## config.mk

```make
export PLATFORM = sky130hd
export DESIGN_NAME = telemetry_delta_record_packer_core
export DESIGN_NICKNAME = d
export VERILOG_FILES = /design/src/hw/rtl/tdrp_pkg.sv /design/src/hw/rtl/tdrp_front.sv /design/src/hw/rtl/tdrp_queue.sv /design/src/hw/rtl/tdrp_back.sv /design/src/hw/rtl/telemetry_delta_record_packer_core.sv
export SDC_FILE = /design/constraint.sdc
export NUM_CORES = 2
export LEC_CHECK = 0
export ABC_AREA = 1
export BUFFER_PORTS_ARGS = -buffer_cell sky130_fd_sc_hd__buf_2
export CAP_MARGIN = 20
export CORE_MARGIN = 2
export CORE_UTILIZATION = 55
export DETAILED_ROUTE_END_ITERATION = 6
export GPL_ROUTABILITY_DRIVEN = 0
export PLACE_DENSITY = 0.76
export SLEW_MARGIN = 20
export SYNTH_ARGS = -nofsm -noshare
export SYNTH_HDL_FRONTEND = slang
export SYNTH_SLANG_ARGS = --single-unit
```

## constraint.sdc

```tcl
create_clock -name clock -period 19.1 [get_ports clock]
set_input_delay 3.82 -clock clock [delete_from_list [all_inputs] [get_ports clock]]
set_output_delay 3.82 -clock clock [all_outputs]
set_load 0.01 [all_outputs]
```

## src/hw/rtl/tdrp_pkg.sv

```systemverilog
// Shared types and constants of the telemetry delta record packer.
`default_nettype none
package tdrp_pkg;

   localparam int BLOCK_BYTES_DEFAULT = 512;
   localparam logic [7:0] GPS_DIVIDER_RESET = 8'd100;

   localparam logic [1:0] OP_START = 2'd0;
   localparam logic [1:0] OP_RUN   = 2'd1;
   localparam logic [1:0] OP_END   = 2'd2;

   localparam logic [7:0] ID_TIME_ABS = 8'h01;
   localparam logic [7:0] ID_TIME_REL = 8'h02;
   localparam logic [7:0] ID_GPS_ABS  = 8'h03;
   localparam logic [7:0] ID_GPS_DLT  = 8'h04;

   localparam int HDR_LEN      = 4;
   localparam int TIME_ABS_LEN = 5;
   localparam int TIME_REL_LEN = 2;
   localparam int GPS_ABS_LEN  = 28;
   localparam int GPS_DLT_LEN  = 14;

   typedef enum logic [2:0] {
      ST_IDLE, ST_HDR, ST_PAD_T, ST_TIME, ST_PAD_G, ST_GPS, ST_ENDP
   } back_state_type;

   // one accepted item, classified and with all record bytes prepared
   typedef struct packed {
      logic              is_start;
      logic              is_end;
      logic              pad_t;
      logic              time_abs;
      logic              has_gps;
      logic              pad_g;
      logic              dlt_rec;
      logic [4:0][7:0]   time_bytes;
      logic [27:0][7:0]  gps_bytes;
      logic [31:0]       flight;
      logic [31:0]       blk;
      logic [8:0]        pos;
   } plan_type;

endpackage
`default_nettype wire

```

## src/hw/rtl/tdrp_front.sv

```systemverilog
// Front end: accepts items, keeps flight state, plans the records of each item.
`default_nettype none
module tdrp_front #(
   parameter int BLOCK_BYTES = tdrp_pkg::BLOCK_BYTES_DEFAULT
) (
   input  wire logic              clock,
   input  wire logic              reset,
   input  wire logic              csr_write_enable,
   input  wire logic [7:0]        csr_write_data,
   input  wire logic              req_valid,
   output      logic              req_ready,
   input  wire logic [1:0]        req_operation,
   input  wire logic [31:0]       req_now_ms,
   input  wire logic [31:0]       req_gps_time,
   input  wire logic signed [31:0] req_latitude,
   input  wire logic signed [31:0] req_longitude,
   input  wire logic signed [31:0] req_ground_speed,
   input  wire logic signed [31:0] req_altitude,
   input  wire logic signed [31:0] req_heading,
   input  wire logic signed [7:0] req_satellites,
   input  wire logic [31:0]       req_flight_number,
   input  wire logic [31:0]       req_first_block,
   input  wire logic              q_full,
   output      logic              q_push,
   output      tdrp_pkg::plan_type q_plan
);
   import tdrp_pkg::*;

   localparam int POS_W = $clog2(BLOCK_BYTES) + 1;
   localparam logic [POS_W:0] LIMIT  = (POS_W+1)'(BLOCK_BYTES);
   localparam logic [POS_W:0] L_HDR  = (POS_W+1)'(HDR_LEN);
   localparam logic [POS_W:0] L_TABS = (POS_W+1)'(TIME_ABS_LEN);
   localparam logic [POS_W:0] L_TREL = (POS_W+1)'(TIME_REL_LEN);
   localparam logic [POS_W:0] L_GABS = (POS_W+1)'(GPS_ABS_LEN);
   localparam logic [POS_W:0] L_GDLT = (POS_W+1)'(GPS_DLT_LEN);

   logic              active_ff, active_in;
   logic [POS_W-1:0]  wpos_ff, wpos_in;
   logic [31:0]       blk_ff, blk_in;
   logic [31:0]       flight_ff, flight_in;
   logic [31:0]       ptime_ff, ptime_in;
   logic [7:0]        tick_ff, tick_in;
   logic [7:0]        div_ff, div_in;
   logic [31:0]       pgt_ff, pgt_in;
   logic [4:0][31:0]  pvals_ff, pvals_in;
   logic [7:0]        psats_ff, psats_in;

   logic              accept, is_start, is_run, is_end;
   logic [31:0]       gap, tgap, blk_base;
   logic              time_abs, do_gps, use_delta, pad_t, pad_g;
   logic [POS_W:0]    tsize, gsize, pos_t, p1, p2;
   logic [4:0][31:0]  vals;
   logic signed [32:0] diff [5];
   logic [7:0]        sats_u;

   assign req_ready = !q_full;
   assign accept    = req_valid && req_ready;
   assign is_start  = (req_operation == OP_START);
   assign is_run    = (req_operation == OP_RUN) && active_ff;
   assign is_end    = (req_operation == OP_END) && active_ff;
   assign q_push    = accept && (is_start || is_run || is_end);
   assign sats_u    = req_satellites;

   always_comb begin
      vals = {req_heading, req_altitude, req_ground_speed, req_longitude, req_latitude};
      gap = req_now_ms - ptime_ff;
      time_abs = |gap[31:8];
      tsize = time_abs ? L_TABS : L_TREL;
      pos_t = is_start ? L_HDR : {1'b0, wpos_ff};
      pad_t = !is_start && (pos_t + tsize > LIMIT);
      p1 = (pad_t ? L_HDR : pos_t) + tsize;

      tgap = req_gps_time - pgt_ff;
      use_delta = !is_start && !(|tgap[31:8]);
      for (int i = 0; i < 5; i++) begin
         diff[i] = $signed({vals[i][31], vals[i]}) - $signed({pvals_ff[i][31], pvals_ff[i]});
         // fits int16 when bits 32..15 are all equal
         if (!((&diff[i][32:15]) || !(|diff[i][32:15]))) begin
            use_delta = 1'b0;
         end
      end
      do_gps = is_start || (tick_ff >= div_ff);
      gsize = use_delta ? L_GDLT : L_GABS;
      pad_g = !is_start && (p1 + gsize > LIMIT);
      p2 = (pad_g ? L_HDR : p1) + gsize;
      blk_base = is_start ? req_first_block : blk_ff;

      q_plan = '0;
      q_plan.is_start  = is_start;
      q_plan.is_end    = (req_operation == OP_END);
      q_plan.pad_t     = pad_t;
      q_plan.time_abs  = time_abs;
      q_plan.has_gps   = do_gps;
      q_plan.pad_g     = pad_g;
      q_plan.dlt_rec   = use_delta;
      q_plan.flight    = is_start ? req_flight_number : flight_ff;
      q_plan.blk       = blk_base;
      q_plan.pos       = is_start ? 9'd0 : 9'(wpos_ff);
      if (time_abs) begin
         q_plan.time_bytes = {req_now_ms, ID_TIME_ABS};
      end else begin
         q_plan.time_bytes = {24'd0, gap[7:0], ID_TIME_REL};
      end
      if (use_delta) begin
         q_plan.gps_bytes[0] = ID_GPS_DLT;
         q_plan.gps_bytes[1] = sats_u - psats_ff;
         q_plan.gps_bytes[2] = tgap[7:0];
         for (int i = 0; i < 5; i++) begin
            q_plan.gps_bytes[4+2*i] = diff[i][7:0];
            q_plan.gps_bytes[5+2*i] = diff[i][15:8];
         end
      end else begin
         q_plan.gps_bytes[0] = ID_GPS_ABS;
         q_plan.gps_bytes[1] = sats_u;
         for (int b = 0; b < 4; b++) begin
            q_plan.gps_bytes[4+b] = req_gps_time[8*b +: 8];
         end
         for (int i = 0; i < 5; i++) begin
            for (int b = 0; b < 4; b++) begin
               q_plan.gps_bytes[8+4*i+b] = vals[i][8*b +: 8];
            end
         end
      end

      active_in = active_ff;
      wpos_in   = wpos_ff;
      blk_in    = blk_ff;
      flight_in = flight_ff;
      ptime_in  = ptime_ff;
      tick_in   = tick_ff;
      pgt_in    = pgt_ff;
      pvals_in  = pvals_ff;
      psats_in  = psats_ff;
      div_in    = csr_write_enable ? csr_write_data : div_ff;
      if (accept && (is_start || is_run)) begin
         wpos_in  = do_gps ? p2[POS_W-1:0] : p1[POS_W-1:0];
         blk_in   = blk_base + 32'(pad_t) + 32'(do_gps && pad_g);
         ptime_in = req_now_ms;
         if (do_gps) begin
            pgt_in   = req_gps_time;
            pvals_in = vals;
            psats_in = sats_u;
         end
      end
      if (accept && is_start) begin
         active_in = 1'b1;
         flight_in = req_flight_number;
      end
      if (accept && is_run) begin
         tick_in = do_gps ? 8'd1 : tick_ff + 8'd1;
      end
      if (accept && is_end) begin
         active_in = 1'b0;
      end
   end

   always_ff @(posedge clock) begin
      if (reset) begin
         active_ff <= 1'b0;
         wpos_ff   <= '0;
         blk_ff    <= '0;
         flight_ff <= '0;
         ptime_ff  <= '0;
         tick_ff   <= '0;
         div_ff    <= GPS_DIVIDER_RESET;
         pgt_ff    <= '0;
         pvals_ff  <= '0;
         psats_ff  <= '0;
      end else begin
         active_ff <= active_in;
         wpos_ff   <= wpos_in;
         blk_ff    <= blk_in;
         flight_ff <= flight_in;
         ptime_ff  <= ptime_in;
         tick_ff   <= tick_in;
         div_ff    <= div_in;
         pgt_ff    <= pgt_in;
         pvals_ff  <= pvals_in;
         psats_ff  <= psats_in;
      end
   end

endmodule
`default_nettype wire

```

## src/hw/rtl/tdrp_queue.sv

```systemverilog
// Two-entry queue of planned items between front and back end.
`default_nettype none
module tdrp_queue (
   input  wire logic              clock,
   input  wire logic              reset,
   input  wire logic              push,
   input  wire tdrp_pkg::plan_type push_plan,
   output      logic              full,
   input  wire logic              pop,
   output      logic              not_empty,
   output      tdrp_pkg::plan_type head_plan
);
   import tdrp_pkg::*;

   plan_type    entry_ff [2];
   logic        wr_ptr_ff, wr_ptr_in;
   logic        rd_ptr_ff, rd_ptr_in;
   logic [1:0]  count_ff, count_in;
   logic        do_push, do_pop;

   assign full      = (count_ff == 2'd2);
   assign not_empty = (count_ff != 2'd0);
   assign head_plan = entry_ff[rd_ptr_ff];
   assign do_push   = push && !full;
   assign do_pop    = pop && not_empty;

   always_comb begin
      wr_ptr_in = wr_ptr_ff ^ do_push;
      rd_ptr_in = rd_ptr_ff ^ do_pop;
      count_in  = count_ff + 2'(do_push) - 2'(do_pop);
   end

   always_ff @(posedge clock) begin
      if (do_push) begin
         entry_ff[wr_ptr_ff] <= push_plan;
      end
   end

   always_ff @(posedge clock) begin
      if (reset) begin
         wr_ptr_ff <= 1'b0;
         rd_ptr_ff <= 1'b0;
         count_ff  <= '0;
      end else begin
         wr_ptr_ff <= wr_ptr_in;
         rd_ptr_ff <= rd_ptr_in;
         count_ff  <= count_in;
      end
   end

endmodule
`default_nettype wire

```

## src/hw/rtl/tdrp_back.sv

```systemverilog
// Back end: walks a planned item and emits one byte or pad result per cycle while the output is free.
`default_nettype none
module tdrp_back (
   input  wire logic              clock,
   input  wire logic              reset,
   input  wire logic              q_not_empty,
   input  wire tdrp_pkg::plan_type q_plan,
   output      logic              q_pop,
   output      logic              rsp_valid,
   input  wire logic              rsp_ready,
   output      logic [7:0]        rsp_byte_value,
   output      logic [8:0]        rsp_byte_offset,
   output      logic [31:0]       rsp_block_index,
   output      logic              rsp_pad_commit,
   output      logic              rsp_last
);
   import tdrp_pkg::*;

   localparam logic [4:0] HDR_LAST  = 5'(HDR_LEN - 1);
   localparam logic [4:0] TABS_LAST = 5'(TIME_ABS_LEN - 1);
   localparam logic [4:0] TREL_LAST = 5'(TIME_REL_LEN - 1);
   localparam logic [4:0] GABS_LAST = 5'(GPS_ABS_LEN - 1);
   localparam logic [4:0] GDLT_LAST = 5'(GPS_DLT_LEN - 1);

   back_state_type state_ff, state_in;
   plan_type       plan_ff, plan_in;
   logic [4:0]     cnt_ff, cnt_in;
   logic [8:0]     pos_ff, pos_in;
   logic [31:0]    blk_ff, blk_in;
   logic           tdone_ff, tdone_in;
   logic           valid_ff, valid_in;
   logic [7:0]     val_ff, val_in;
   logic [8:0]     off_ff;
   logic [31:0]    oblk_ff;
   logic           pad_ff, pad_in;
   logic           last_ff, last_in;
   logic           out_free, emit;

   assign out_free = !valid_ff || rsp_ready;

   always_comb begin
      state_in = state_ff;
      plan_in  = plan_ff;
      cnt_in   = cnt_ff;
      pos_in   = pos_ff;
      blk_in   = blk_ff;
      tdone_in = tdone_ff;
      q_pop    = 1'b0;
      emit     = 1'b0;
      val_in   = 8'd0;
      pad_in   = 1'b0;
      last_in  = 1'b0;
      if (state_ff == ST_IDLE) begin
         if (q_not_empty) begin
            q_pop    = 1'b1;
            plan_in  = q_plan;
            pos_in   = q_plan.pos;
            blk_in   = q_plan.blk;
            cnt_in   = '0;
            tdone_in = 1'b0;
            priority if (q_plan.is_start) state_in = ST_HDR;
            else if (q_plan.is_end)       state_in = ST_ENDP;
            else if (q_plan.pad_t)        state_in = ST_PAD_T;
            else                          state_in = ST_TIME;
         end
      end else if (out_free) begin
         emit = 1'b1;
         unique case (state_ff)
            ST_HDR: begin
               val_in = plan_ff.flight[8*cnt_ff[1:0] +: 8];
               pos_in = pos_ff + 9'd1;
               cnt_in = cnt_ff + 5'd1;
               if (cnt_ff == HDR_LAST) begin
                  cnt_in   = '0;
                  state_in = tdone_ff ? ST_GPS : ST_TIME;
               end
            end
            ST_PAD_T, ST_PAD_G: begin
               pad_in   = 1'b1;
               pos_in   = '0;
               blk_in   = blk_ff + 32'd1;
               state_in = ST_HDR;
            end
            ST_TIME: begin
               val_in = plan_ff.time_bytes[cnt_ff[2:0]];
               pos_in = pos_ff + 9'd1;
               cnt_in = cnt_ff + 5'd1;
               if (cnt_ff == (plan_ff.time_abs ? TABS_LAST : TREL_LAST)) begin
                  cnt_in   = '0;
                  tdone_in = 1'b1;
                  last_in  = !plan_ff.has_gps;
                  if (!plan_ff.has_gps)  state_in = ST_IDLE;
                  else if (plan_ff.pad_g) state_in = ST_PAD_G;
                  else                    state_in = ST_GPS;
               end
            end
            ST_GPS: begin
               val_in = plan_ff.gps_bytes[cnt_ff];
               pos_in = pos_ff + 9'd1;
               cnt_in = cnt_ff + 5'd1;
               if (cnt_ff == (plan_ff.dlt_rec ? GDLT_LAST : GABS_LAST)) begin
                  last_in  = 1'b1;
                  state_in = ST_IDLE;
               end
            end
            ST_ENDP: begin
               pad_in   = 1'b1;
               last_in  = 1'b1;
               state_in = ST_IDLE;
            end
            default: begin
               emit     = 1'b0;
               state_in = ST_IDLE;
            end
         endcase
      end
      valid_in = emit || (valid_ff && !rsp_ready);
   end

   always_ff @(posedge clock) begin
      if (reset) begin
         state_ff <= ST_IDLE;
         valid_ff <= 1'b0;
      end else begin
         state_ff <= state_in;
         valid_ff <= valid_in;
      end
   end

   always_ff @(posedge clock) begin
      plan_ff  <= plan_in;
      cnt_ff   <= cnt_in;
      pos_ff   <= pos_in;
      blk_ff   <= blk_in;
      tdone_ff <= tdone_in;
      if (emit) begin
         val_ff  <= val_in;
         off_ff  <= pos_ff;
         oblk_ff <= blk_ff;
         pad_ff  <= pad_in;
         last_ff <= last_in;
      end
   end

   assign rsp_valid       = valid_ff;
   assign rsp_byte_value  = val_ff;
   assign rsp_byte_offset = off_ff;
   assign rsp_block_index = oblk_ff;
   assign rsp_pad_commit  = pad_ff;
   assign rsp_last        = last_ff;

endmodule
`default_nettype wire

```

## src/hw/rtl/telemetry_delta_record_packer_core.sv

```systemverilog
// Top level of the telemetry delta record packer.
//
//  channel | direction | transfer on            | payload
//  req_    | in        | req_valid & req_ready  | operation, time, GPS sample, flight
//  rsp_    | out       | rsp_valid & rsp_ready  | byte, offset, block, pad_commit, last
//  csr_    | in        | csr_write_enable       | gps_divider
//
// An item is planned by the front end in the cycle it is accepted; the back end
// then loads it from the two-entry queue and emits one result per cycle while the
// output is free, up to 38 results per item. The back end byte walk sets the rate.
// Reset is synchronous; no clearing pass. req_ready drops only while the queue is
// full; a stalled rsp_ready holds the output register and backs up the queue.
`default_nettype none
module telemetry_delta_record_packer_core #(
   parameter int BLOCK_BYTES = tdrp_pkg::BLOCK_BYTES_DEFAULT
) (
   input  wire logic              clock,
   input  wire logic              reset,
   input  wire logic              csr_write_enable,
   input  wire logic [7:0]        csr_write_data,
   input  wire logic              req_valid,
   output      logic              req_ready,
   input  wire logic [1:0]        req_operation,
   input  wire logic [31:0]       req_now_ms,
   input  wire logic [31:0]       req_gps_time,
   input  wire logic signed [31:0] req_latitude,
   input  wire logic signed [31:0] req_longitude,
   input  wire logic signed [31:0] req_ground_speed,
   input  wire logic signed [31:0] req_altitude,
   input  wire logic signed [31:0] req_heading,
   input  wire logic signed [7:0] req_satellites,
   input  wire logic [31:0]       req_flight_number,
   input  wire logic [31:0]       req_first_block,
   output      logic              rsp_valid,
   input  wire logic              rsp_ready,
   output      logic [7:0]        rsp_byte_value,
   output      logic [8:0]        rsp_byte_offset,
   output      logic [31:0]       rsp_block_index,
   output      logic              rsp_pad_commit,
   output      logic              rsp_last
);
   import tdrp_pkg::*;

   plan_type push_plan, head_plan;
   logic     q_full, q_push, q_pop, q_not_empty;

   tdrp_front #(.BLOCK_BYTES(BLOCK_BYTES)) u_front (
      .clock, .reset, .csr_write_enable, .csr_write_data,
      .req_valid, .req_ready, .req_operation, .req_now_ms, .req_gps_time,
      .req_latitude, .req_longitude, .req_ground_speed, .req_altitude,
      .req_heading, .req_satellites, .req_flight_number, .req_first_block,
      .q_full, .q_push, .q_plan(push_plan)
   );

   tdrp_queue u_queue (
      .clock, .reset, .push(q_push), .push_plan, .full(q_full),
      .pop(q_pop), .not_empty(q_not_empty), .head_plan
   );

   tdrp_back u_back (
      .clock, .reset, .q_not_empty, .q_plan(head_plan), .q_pop,
      .rsp_valid, .rsp_ready, .rsp_byte_value, .rsp_byte_offset,
      .rsp_block_index, .rsp_pad_commit, .rsp_last
   );

endmodule
`default_nettype wire

```

==> impl_metrics.py <==
metrics = {
    "status": {
        "status": "finished, final reports clean",
    },
    "synthesis": {
        "yosys.area.top_type_share": 0.450,
        "yosysWarnings": 0,
        "ys_seq_area_frac": 0.547,
        "ys_types": 69,
        "syn-mean-instance-area_sq_um": 9.03,
        "syn_nets": 8122,
        "synth.ff_latch_count": 1351,
        "yosys-top-cells-area": "edfxtp_1, nand2_1, dfxtp_1, ha_1, a21oi_1",
        "synth_area_leader_cell": "edfxtp_1",
        "ys_async_sr_fraction": 0,
        "netlist_instances": 7542,
        "syn_area_sq_mm": 0.0681,
        "synth_edf_count": 1020,
        "ys.flop_type": "edfxtp_1",
    },
    "power": {
        "power.share.clock": 0.305,
        "power_uw": 9300,
        "power.internal_uw": 6170,
        "switchingPower_uw": 3130,
        "power_frac_seq": 0.431,
        "leakagePower_uw": 0.0313,
        "power_density_mw_per_mm2": 122,
        "pwr-share-comb": 0.264,
        "vdd.ir_drop.worst_mv": 0.125,
        "p_sw_frac": 0.337,
    },
    "global_routing": {
        "antenna_found_initial": 17,
        "grtUsageMet1": 0.384,
        "gr-max-usage-layer": "met2",
        "met2_usage": 0.465,
        "grt_pass1_wl_um": 287000,
        "grtUsageMet3": 0.0522,
        "grt-ovfl-total": 0,
        "grt_pass1_vias": 51900,
        "grt_max_degree": 243,
        "grt.total_usage": 0.290,
    },
    "sta": {
        "fin_worst_skew_ns": 0.0287,
        "fin_tns_setup_ns": 0,
        "slew_headroom": 0.136,
        "fin_crit_ns": 13.14,
        "finalMaxSlewViolations": 0,
        "worstMarginPinSlew_ns": 1.30,
        "finalHoldViolations": 0,
        "finalWorstSetupSlack_ns": 5.96,
        "setup_viol": 0,
        "fmax_mhz": 76.1,
        "rsz0062_at_grt": "no",
        "fin_crit_sh": 0.688,
    },
    "placed_design": {
        "placed_area_sq_mm": 0.0712,
        "dpl_worst_slack_ns": 5.43,
        "numPortBuffers": 363,
        "dp_hpwl_um": 128000,
    },
    "floorplan": {
        "core_sq_mm": 0.123,
        "die_h_um": 356,
        "start_util": 0.552,
        "num_rows": 129,
        "io_pins": 364,
        "design.die.area_sq_mm": 0.127,
        "die_w_um": 356,
    },
    "critical_path": {
        "criticalPathCategory": "in -> reg",
        "critPathRequiredTime_ns": 19.76,
        "cpMostUsedCell": "nand2_1",
        "cp_data_arrival_time_ns": 13.80,
        "cp_max_fo": 14,
        "start_kind": "input port",
        "crit_slowest_cell": "fa_1",
        "r2r-start": "u_front.ptime_ff[0]$_SDFFE_PP0P_",
        "reg2reg_to": "u_front.blk_ff[30]$_SDFFE_PP0P_",
        "reg2reg_depth": 61,
        "endpoint_kind": "flip-flop",
        "cp_slowest_stage_delay_ns": 0.43,
        "rrSetupSlack_ns": 8.84,
    },
    "finish": {
        "fin_util": 0.617,
        "area_growth_syn_to_layout_pct": 11.7,
        "fin_nets": 8381,
        "drive_above_1_share": 0.102,
        "finish.instance_area_sq_mm": 0.0760,
    },
    "cts": {
        "cts_tree": "done",
        "cts-root-buf": "clkbuf_16",
        "post-cts-setup-buffers": 0,
        "hold_buffers": 0,
        "cts_buffer_depth": 3,
        "cts_resized": 0,
        "cts.clk_slew.worst_paths_ns": 0.06,
        "clock_latency_ns": 0.79,
        "numCtsBuffers": 144,
        "htreeDepth": 4,
        "cts_sinks": 1351,
    },
    "route": {
        "routedWlPerCell_um": 19.4,
        "dr.pass1.iters": 6,
        "routed-via-count": 54400,
        "drt_iter0_markers": 5595,
        "wirelength_um": 186000,
        "via_per_inst": 5.68,
        "drcViolationCount": 0,
        "ant_nets": 0,
    },
    "job": {
        "maxCapViolCount": 0,
    },
    "hold_path": {
        "hold-path-cell-count": 2,
        "worstHoldEndpoint": "u_front.flight_ff[25]$_SDFFE_PP0P_",
        "hp-class": "reg -> reg",
        "hp-start": "u_front.flight_ff[25]$_SDFFE_PP0P_",
    },
}
-- worst max-delay path by stage --
stage	from	endpoint	slack [ns]	cells after the start
global placement	req_now_ms[0]	u_front.blk_ff[28]$_SDFFE_PP0P_	5.83	64
finish	req_now_ms[0]	u_front.blk_ff[30]$_SDFFE_PP0P_	5.96	63
floorplan	u_back.state_ff[2]$_SDFFE_PP0P_	u_back.blk_ff[0]$_DFFE_PP_	2.22	7
global route	req_now_ms[0]	u_front.blk_ff[30]$_SDFFE_PP0P_	5.14	63
detailed placement	req_now_ms[0]	u_front.blk_ff[30]$_SDFFE_PP0P_	5.43	60
CTS	req_now_ms[0]	u_front.blk_ff[30]$_SDFFE_PP0P_	6.18	63
-- cell usage after synthesis, types with 37 or more instances --
| master | n |
|---|---|
| a21o_1 | 40 |
| a21oi_1 | 605 |
| a31oi_1 | 37 |
| clkbuf_1 | 229 |
| dfxtp_1 | 331 |
| edfxtp_1 | 1020 |
| ha_1 | 258 |
| inv_1 | 757 |
| inv_2 | 95 |
| nand2_1 | 1955 |
| nand3_1 | 254 |
| nand4_1 | 141 |
| nor2_1 | 500 |
| nor3_1 | 71 |
| o21ai_0 | 571 |
| or2_2 | 38 |
| xnor2_1 | 96 |
| xor2_1 | 173 |
-- metal layers --
metal  part of all wire  vias to the layer above
met5            0.00020                        -
met4              0.046                        6
met3              0.093                      433
met2               0.46                     2495
met1               0.40                    25500
li1                   -                    26000
-- final cells by class --
type | instances | area [sq um]
inverter | 855 | 3230
multi-input combinational | 5036 | 26500
fill | 10000 | 47300
clock buffer | 200 | 4040
timing repair buffer | 413 | 2240
clock inverter | 69 | 739
sequential | 1351 | 37300
antenna | 10 | 25.0
tap | 1637 | 2050
-- registers in the layout, summed over array words and instances (netlist names), 9 cells and up --
| name | cells |
|---|---|
| u_front.wpos_ff | 10 |
| u_back.blk_ff | 32 |
| u_front.flight_ff | 32 |
| u_queue.entry_ff | 644 |
| u_front.pgt_ff | 32 |
| u_back.rsp_byte_offset | 9 |
| u_front.pvals_ff | 160 |
| u_back.rsp_block_index | 32 |
| u_back.plan_ff | 278 |
| u_front.ptime_ff | 32 |
| u_front.blk_ff | 32 |
| u_back.pos_ff | 9 |
-- placed cells by master (no fill, tap or decap), drive strengths merged, types with 6 or more instances in the layout --
cell	n
a21boi	11
or2	40
nand2	1965
a21oi	611
a31oi	37
fa	11
diode	10
nand3b	16
o21bai	9
nand3	255
o22ai	7
a22oi	17
a31o	6
o21a	8
a211oi	7
nor2	507
and3	16
xor2	173
a21o	40
edfxtp	1020
o21ai	603
nor4	21
clkinv	48
o211ai	24
nor3	73
nand4	142
nor3b	8
o31ai	14
clkbuf	200
inv	860
xnor2	96
buf	413
dfxtp	331
a221oi	20
bufinv	12
ha	258
o2111ai	13
-- stage by stage --
stage	hold WS, ns	std cells
2_1_floorplan	0.425	7542
3_3_place_gp	0.434	9292
3_5_place_dp	0.436	9292
4_1_cts	0.449	9561
5_1_grt	0.457	9565
6_report	0.445	9571
-- power by group through the flow --
| stage | Clock, uW | Combinational [uW] | Sequential [uW] |
|---|---|---|---|
| 3_3_place_gp | 0 | 2360 | 4050 |
| 4_1_cts | 2860 | 2430 | 4010 |
| 2_1_floorplan | 0 | 1540 | 4160 |
| 5_1_grt | 2980 | 2700 | 4050 |
| 6_report | 2830 | 2460 | 4010 |
| 3_5_place_dp | 0 | 2410 | 4060 |
-- cells by family (layout without fill, tap and decap cells) --
family	after synthesis	count (layout)	share of synthesized area
AOI/OAI and AO/OA	1451	1451	0.117
xor gates and xnor gates	269	269	0.0346
adders and majority gates	269	269	0.0506
buffers and inverters	1155	1537	0.0659
DFF	1351	1351	0.547
muxes	1	1	0.000147
other	0	10	0
and+or+nand+nor	3046	3046	0.185
-- worst max-delay path, delay by kind of cell --
kind	cells	cell delay (ns)
AO/OA/AOI/OAI	11	1.98
adder cells (fa/ha/maj)	9	2.75
AND/OR/NAND/NOR	31	4.08
buffers and inverters	10	0.91
XOR/XNOR	2	0.24
Note: power is estimated with default switching activity, not from simulation.
